## config.mk

```make
export PLATFORM = sky130hd
export DESIGN_NAME = constant_pool_entry_splitter
export DESIGN_NICKNAME = d
export VERILOG_FILES = /design/src/rtl/core/cpes_pkg.sv /design/src/rtl/core/constant_pool_entry_splitter.sv /design/src/rtl/core/cpes_parser.sv
export SDC_FILE = /design/constraint.sdc
export NUM_CORES = 1
export LEC_CHECK = 0
export ABC_AREA = 0
export ABC_CLOCK_PERIOD_IN_PS = 14780
export BUFFER_PORTS_ARGS = -buffer_cell sky130_fd_sc_hd__buf_2
export CAP_MARGIN = 20
export CORE_UTILIZATION = 65
export DETAILED_ROUTE_END_ITERATION = 7
export MAX_ROUTING_LAYER = met4
export PLACE_DENSITY = 0.85
export SYNTH_ARGS = -nofsm -noshare
export SYNTH_HDL_FRONTEND = slang
export SYNTH_SLANG_ARGS = --single-unit
```

## constraint.sdc

```tcl
create_clock -name i_clk -period 14.78 [get_ports i_clk]
set_input_delay 1.478 -clock i_clk [delete_from_list [all_inputs] [get_ports i_clk]]
set_output_delay 1.478 -clock i_clk [all_outputs]
set_load 0.02 [all_outputs]
```

## src/rtl/core/cpes_pkg.sv

```systemverilog
package cpes_pkg;

    // constant pool tag codes
    localparam logic [7:0] TAG_UTF8         = 8'd1;
    localparam logic [7:0] TAG_INTEGER      = 8'd3;
    localparam logic [7:0] TAG_FLOAT        = 8'd4;
    localparam logic [7:0] TAG_LONG         = 8'd5;
    localparam logic [7:0] TAG_DOUBLE       = 8'd6;
    localparam logic [7:0] TAG_CLASS        = 8'd7;
    localparam logic [7:0] TAG_STRING       = 8'd8;
    localparam logic [7:0] TAG_FIELDREF     = 8'd9;
    localparam logic [7:0] TAG_METHODREF    = 8'd10;
    localparam logic [7:0] TAG_IFACE_METHOD = 8'd11;
    localparam logic [7:0] TAG_NAME_TYPE    = 8'd12;

    // input transfer payload
    typedef struct packed {
        logic [7:0] data_byte;
        logic       first;
    } t_in_item;

    // result transfer payload
    typedef struct packed {
        logic [7:0]  byte_out;
        logic [15:0] entry_index;
        logic [7:0]  entry_tag;
        logic [16:0] entry_offset;
        logic        entry_end;
        logic        pool_end;
        logic        bad_tag;
    } t_out_item;

    // tag decode result
    typedef struct packed {
        logic       known;
        logic [3:0] body_len;
    } t_tag_info;

    // body length of a fixed-size tag; utf8 gets its two length bytes only
    function automatic t_tag_info tag_decode(input logic [7:0] tag);
        t_tag_info info;
        info.known    = 1'b1;
        info.body_len = 4'd0;
        case (tag)
            TAG_CLASS, TAG_STRING, TAG_UTF8: begin
                info.body_len = 4'd2;
            end
            TAG_INTEGER, TAG_FLOAT, TAG_FIELDREF, TAG_METHODREF,
            TAG_IFACE_METHOD, TAG_NAME_TYPE: begin
                info.body_len = 4'd4;
            end
            TAG_LONG, TAG_DOUBLE: begin
                info.body_len = 4'd8;
            end
            default: begin
                info.known = 1'b0;
            end
        endcase
        return info;
    endfunction

endpackage

```

## src/rtl/core/constant_pool_entry_splitter.sv

```systemverilog
// channel   direction  handshake                       payload
// input     in         i_in_valid / o_in_stall         i_in  (t_in_item)
// result    out        o_out_valid / i_out_stall       o_out (t_out_item)
// config    in         i_cfg_wr_en                     i_cfg_wr_data (pool count)
//
// one byte per cycle unless a held result stalls the input
// the rate is set by the single parse step between input and result registers
// bytes that yield no result (idle, halted) are consumed without an output
// reset is synchronous active low and clears parse state and both valid flags
// a stalled result holds; the input register keeps filling until it is full
module constant_pool_entry_splitter
    import cpes_pkg::*;
(
    input  logic        i_clk,
    input  logic        i_rst_n,
    input  logic        i_in_valid,
    output logic        o_in_stall,
    input  t_in_item    i_in,
    output logic        o_out_valid,
    input  logic        i_out_stall,
    output t_out_item   o_out,
    input  logic        i_cfg_wr_en,
    input  logic [15:0] i_cfg_wr_data
);

    logic        r_in_valid;
    t_in_item    r_in;
    logic        r_out_valid;
    t_out_item   r_out;
    logic [15:0] r_pool_count;
    logic        s_advance;
    logic        s_in_take;
    logic        s_has_result;
    t_out_item   s_result;

    // pipeline control
    assign s_advance  = r_in_valid && (!r_out_valid || !i_out_stall);
    assign o_in_stall = r_in_valid && !s_advance;
    assign s_in_take  = i_in_valid && !o_in_stall;

    // pool count register
    always_ff @(posedge i_clk) begin
        if (!i_rst_n) begin
            r_pool_count <= 16'd1;
        end else if (i_cfg_wr_en) begin
            r_pool_count <= i_cfg_wr_data;
        end
    end

    // input register
    always_ff @(posedge i_clk) begin
        if (!i_rst_n) begin
            r_in_valid <= 1'b0;
        end else if (s_in_take) begin
            r_in_valid <= 1'b1;
        end else if (s_advance) begin
            r_in_valid <= 1'b0;
        end
    end

    always_ff @(posedge i_clk) begin
        if (s_in_take) begin
            r_in <= i_in;
        end
    end

    cpes_parser u_parser (
        .i_clk        (i_clk),
        .i_rst_n      (i_rst_n),
        .i_step       (s_advance),
        .i_item       (r_in),
        .i_pool_count (r_pool_count),
        .o_has_result (s_has_result),
        .o_result     (s_result)
    );

    // result register
    always_ff @(posedge i_clk) begin
        if (!i_rst_n) begin
            r_out_valid <= 1'b0;
        end else if (s_advance) begin
            r_out_valid <= s_has_result;
        end else if (!i_out_stall) begin
            r_out_valid <= 1'b0;
        end
    end

    always_ff @(posedge i_clk) begin
        if (s_advance && s_has_result) begin
            r_out <= s_result;
        end
    end

    assign o_out_valid = r_out_valid;
    assign o_out       = r_out;

endmodule

```

## src/rtl/core/cpes_parser.sv

```systemverilog
module cpes_parser
    import cpes_pkg::*;
(
    input  logic        i_clk,
    input  logic        i_rst_n,
    input  logic        i_step,
    input  t_in_item    i_item,
    input  logic [15:0] i_pool_count,
    output logic        o_has_result,
    output t_out_item   o_result
);

    logic        r_active, n_active;
    logic [15:0] r_index,  n_index;
    logic [7:0]  r_tag,    n_tag;
    logic [16:0] r_pos,    n_pos;
    logic [16:0] r_blen,   n_blen;

    // parse step for one byte
    always_comb begin
        t_tag_info   info;
        logic        ok;
        logic        at_end;
        logic        two_slot;
        logic [16:0] next_idx;
        logic [15:0] idx;
        logic [16:0] pos;

        n_active = r_active;
        n_index  = r_index;
        n_tag    = r_tag;
        n_pos    = r_pos;
        n_blen   = r_blen;
        info     = tag_decode(i_item.data_byte);
        ok       = 1'b1;
        at_end   = 1'b0;
        two_slot = 1'b0;
        next_idx = '0;
        o_has_result = 1'b0;
        o_result     = '0;

        // start of a new pool drops any partial entry
        if (i_item.first) begin
            n_index  = 16'd1;
            n_tag    = 8'd0;
            n_pos    = '0;
            n_blen   = '0;
            n_active = (i_pool_count > 16'd1);
        end
        idx = n_index;
        pos = n_pos;

        if (n_active) begin
            o_has_result = 1'b1;
            if (pos == 17'd0) begin
                n_tag = i_item.data_byte;
                if (!info.known) begin
                    ok = 1'b0;
                end else begin
                    n_blen = {13'd0, info.body_len};
                end
            end else if (n_tag == TAG_UTF8 && pos == 17'd1) begin
                n_blen = 17'd2 + {1'b0, i_item.data_byte, 8'h00};
            end else if (n_tag == TAG_UTF8 && pos == 17'd2) begin
                n_blen = n_blen + {9'd0, i_item.data_byte};
            end

            if (!ok) begin
                // unknown tag: report once, then idle until next start
                n_active              = 1'b0;
                o_result.byte_out     = i_item.data_byte;
                o_result.entry_index  = idx;
                o_result.entry_tag    = i_item.data_byte;
                o_result.entry_offset = '0;
                o_result.bad_tag      = 1'b1;
            end else begin
                at_end   = (pos == n_blen);
                two_slot = (n_tag == TAG_LONG) || (n_tag == TAG_DOUBLE);
                next_idx = {1'b0, idx} + (two_slot ? 17'd2 : 17'd1);
                o_result.byte_out     = i_item.data_byte;
                o_result.entry_index  = idx;
                o_result.entry_tag    = n_tag;
                o_result.entry_offset = pos;
                o_result.entry_end    = at_end;
                if (at_end) begin
                    n_pos = '0;
                    if (next_idx >= {1'b0, i_pool_count}) begin
                        o_result.pool_end = 1'b1;
                        n_active          = 1'b0;
                    end else begin
                        n_index = next_idx[15:0];
                    end
                end else begin
                    n_pos = pos + 17'd1;
                end
            end
        end
    end

    // parse state
    always_ff @(posedge i_clk) begin
        if (!i_rst_n) begin
            r_active <= 1'b0;
            r_index  <= 16'd1;
            r_tag    <= 8'd0;
            r_pos    <= '0;
            r_blen   <= '0;
        end else if (i_step) begin
            r_active <= n_active;
            r_index  <= n_index;
            r_tag    <= n_tag;
            r_pos    <= n_pos;
            r_blen   <= n_blen;
        end
    end

endmodule

```

==> impl_metrics.toml <==
[global_routing]
antenna_found_initial = 0
first_global_vias = 7159
grt_max_degree = 61
grt_pass1_wl_mm = 39.0
grt_remaining_overflow = 0
grt.total_usage_pct = 39.3

[power]
power_density_nw_per_um2 = 99.1
vdd_ir_drop_max_mv = 0.0633
total_leakage_power_uw = 0.00370

[routing]
dr_total_vias = 8174
drt_pass1_iterations = 6
via_per_inst = 6.63
1st_iter_drt_viols = 1356
routed_wire_length_per_instance_um = 20.6
antenna_violating_nets_post_route = 0
detail_route.wirelength_mm = 25.3
remaining_drc_errors = 0

[place]
numPlacedInstances = 1199
number_of_buffers_inserted_by_port_buffering = 83
hpwlAfterDp_mm = 17.4
place.gp.congestion = 1.00

[logic_synthesis]
postSynth.topFlopCell = "sky130_fd_sc_hd__dfxtp_1"
synth.net_count = 1056
synth.distinct_cells = 83
async_reset_ff_share_pct = 0
yosysWarnings = 0
synthesis.area_um2 = 8560
ys_seq_elements = 138
postSynthCellCount = 994
synthesis.area_per_instance_um2 = 8.62
ys_seq_area_share_pct = 39.4
number_of_flops_mapped_to_enable_cells_by_yosys = 61

[setup_path]
worst-path-max-fanout = 20
timing.reg2reg.setup_slack_ns = 7.19
timing.critical_path.buf_inv = 3
path_delay_family = "simple AND/OR/NAND/NOR gates"
cp_data_arrival_time_ns = 7.87
cp_common_cell = "sky130_fd_sc_hd__nand2_1"
endpoint_kind = "flip-flop"
kind_of_start_point_of_the_critical_path = "flip-flop"
cp_slowest_stage_delay_ns = 0.60
cp_slowest_cell = "sky130_fd_sc_hd__nor3_4"
critical_path_required_time_ns = 15.05
timing_worst_setup_path_type = "reg2reg"

[clock_tree]
htree_num_levels = 4
postCtsSetupBuffers = 0
tritoncts.num_buffers = 17
cts_root_buf = "sky130_fd_sc_hd__clkbuf_16"
cts_resized = 0
hold_buffer_count_at_cts = 0
cts_tree = "done"
clock_latency_ns = 0.42
clkTransAtPathRegs_ns = 0.06
cts.sink_count = 138
cts.path.max_buffers = 2

[run]
max_cap_violations = 0

[hold_path]
hold_path.class = "reg2reg"

[timing]
worst_slew_pin_slew_ns = 0.975
finalCritPeriodShare_pct = 51.4
timing_hold_violations_final = 0
timing.slew.headroom_pct = 34.9
rsz0062_at_grt = "no"
worst_clock_skew_ns = 0.00775
fmaxAchievable_ghz = 0.132
finalCriticalPeriod_ns = 7.59
setup_tns_ns = 0
drv_slew = 0
timing.hold.ws_ns = 0.473
setup_viol = 0

[finish]
synthToLayoutAreaGrowth_pct = 12.9
fraction_of_final_layout_cells_with_drive_strength_greater_than_1_pct = 14.2
design.final.nets = 1110
instances_no_fill = 1233
antennaDiodeCount = 0

[floorplanning]
die_height_um = 117
pin_count = 84
placement_rows = 41
floorplan.core_area_um2 = 12700
die_x_um = 117
dieArea_um2 = 13600
start_util_pct = 67.3

[status]
run_status = "finished clean"
placed cells by master, fill, tap and decap left out, drive strengths merged, types with 5 or more instances in the layout:
master	netlist	routed
dfxtp	77	77
nand3	33	33
clkinvlp	0	5
edfxtp	61	61
buf	14	96
and2	12	12
o21ai	40	40
or4	5	5
a31o	5	5
clkinv	1	5
nor4	18	18
nor2b	24	24
o21a	17	17
or3	9	9
a31oi	13	13
xnor2	18	18
nor3	33	33
nand2	79	79
inv	42	44
clkbuf	47	19
xor2	15	15
a21o	9	9
nand2b	6	6
a211oi	7	7
mux2i	20	20
ha	30	30
and3	36	36
a22oi	20	20
a211o	6	6
a21boi	10	10
o211ai	9	9
nor2	126	126
o31ai	5	5
nor3b	6	6
nand4	18	18
a21oi	65	65
logic make-up (layout without fill, tap and decap cells):
family	after synthesis	in the layout	share of synthesized area, %
multiplexers	21	21	2.47
XOR/XNOR	33	33	3.37
buffers and inverters	104	171	4.69
AND/OR/NAND/NOR	419	419	25.4
AO/OA/AOI/OAI	247	247	19.8
flip-flops	138	138	39.4
adder cells (fa/ha/maj)	32	32	4.85
worst reg2reg max path, delay by kind of cell (launching register included):
family	cells	cell delay (ns)
flops	1	0.32
compound gates	8	1.87
buf+inv	3	0.46
simple gates	17	4.05
fa+ha+maj	3	0.74
through the flow:
step	setup WS [ns]	cell area, um2	total power, uW	utilization, %
2_1_floorplan	7.83	8560	502	-
3_3_place_gp	7.86	9030	532	71.0
3_5_place_dp	7.59	9060	535	71.2
4_1_cts	7.38	9640	953	75.8
5_1_grt	6.66	9670	985	76.0
6_report	7.19	9670	959	76.0
path summary, 6_finish.rpt:
kind	endpoint	from	cells after the start
worst min register to register	u_parser.r_blen[0]	u_parser.r_blen[0]	2
worst max register to register	u_parser.r_index[0]	r_in[0]	31
worst max-delay path	u_parser.r_index[0]	r_in[0]	31
worst min-delay path	u_parser.r_blen[0]	u_parser.r_blen[0]	2
state kept, by name (all words and copies together), names as in the netlist:
register,flops
u_parser.r_active,1
r_in_valid,1
u_parser.r_index,16
o_out,52
r_in,9
u_parser.r_tag,8
r_pool_count,16
u_parser.r_pos,17
o_out_valid,1
u_parser.r_blen,17
cell usage after synthesis, types with 12 or more instances:
library cell               count  area (um2)
sky130_fd_sc_hd__o21ai_0      30         150
sky130_fd_sc_hd__dfxtp_1      77        1540
sky130_fd_sc_hd__ha_1         30         375
sky130_fd_sc_hd__inv_1        42         158
sky130_fd_sc_hd__and2_1       12        75.1
sky130_fd_sc_hd__nor3_1       31         155
sky130_fd_sc_hd__a31oi_1      13        81.3
sky130_fd_sc_hd__and3_1       36         225
sky130_fd_sc_hd__clkbuf_1     47         176
sky130_fd_sc_hd__xor2_1       15         131
sky130_fd_sc_hd__nand3_1      33         165
sky130_fd_sc_hd__edfxtp_1     61        1830
sky130_fd_sc_hd__nor2b_1      24         150
sky130_fd_sc_hd__o21a_1       17         128
sky130_fd_sc_hd__nand2_1      79         297
sky130_fd_sc_hd__a22oi_1      20         150
sky130_fd_sc_hd__nor4_1       13        81.3
sky130_fd_sc_hd__mux2i_1      20         200
sky130_fd_sc_hd__xnor2_1      18         158
sky130_fd_sc_hd__nor2_1      125         469
sky130_fd_sc_hd__nand4_1      17         106
sky130_fd_sc_hd__a21oi_1      64         320
power breakdown:
part / switching (uW) / internal, uW / leakage (uW)
sequential: 10.5 / 411 / 0.00117
clock: 172 / 254 / 0.000274
combinational: 77.4 / 33.5 / 0.00225
total: 260 / 699 / 0.00370
cell type report:
class	instances	area (um2)
clock inverter	13	145
sequential	138	3370
timing repair buffer	96	533
clock buffer	19	443
inverter	43	161
tap	172	215
multi-input combinational	752	4800
fill	965	3050
layer usage:
layer / wire length (um) / part of all wire (%) / track usage (%)
met1: 10900 / 43 / 55.4
met5: 0 / 0 / -
met3: 2990 / 12 / 10.0
met2: 10600 / 42 / 53.6
met4: 789 / 3.1 / 15.7
(Power assumes the default switching activity.)
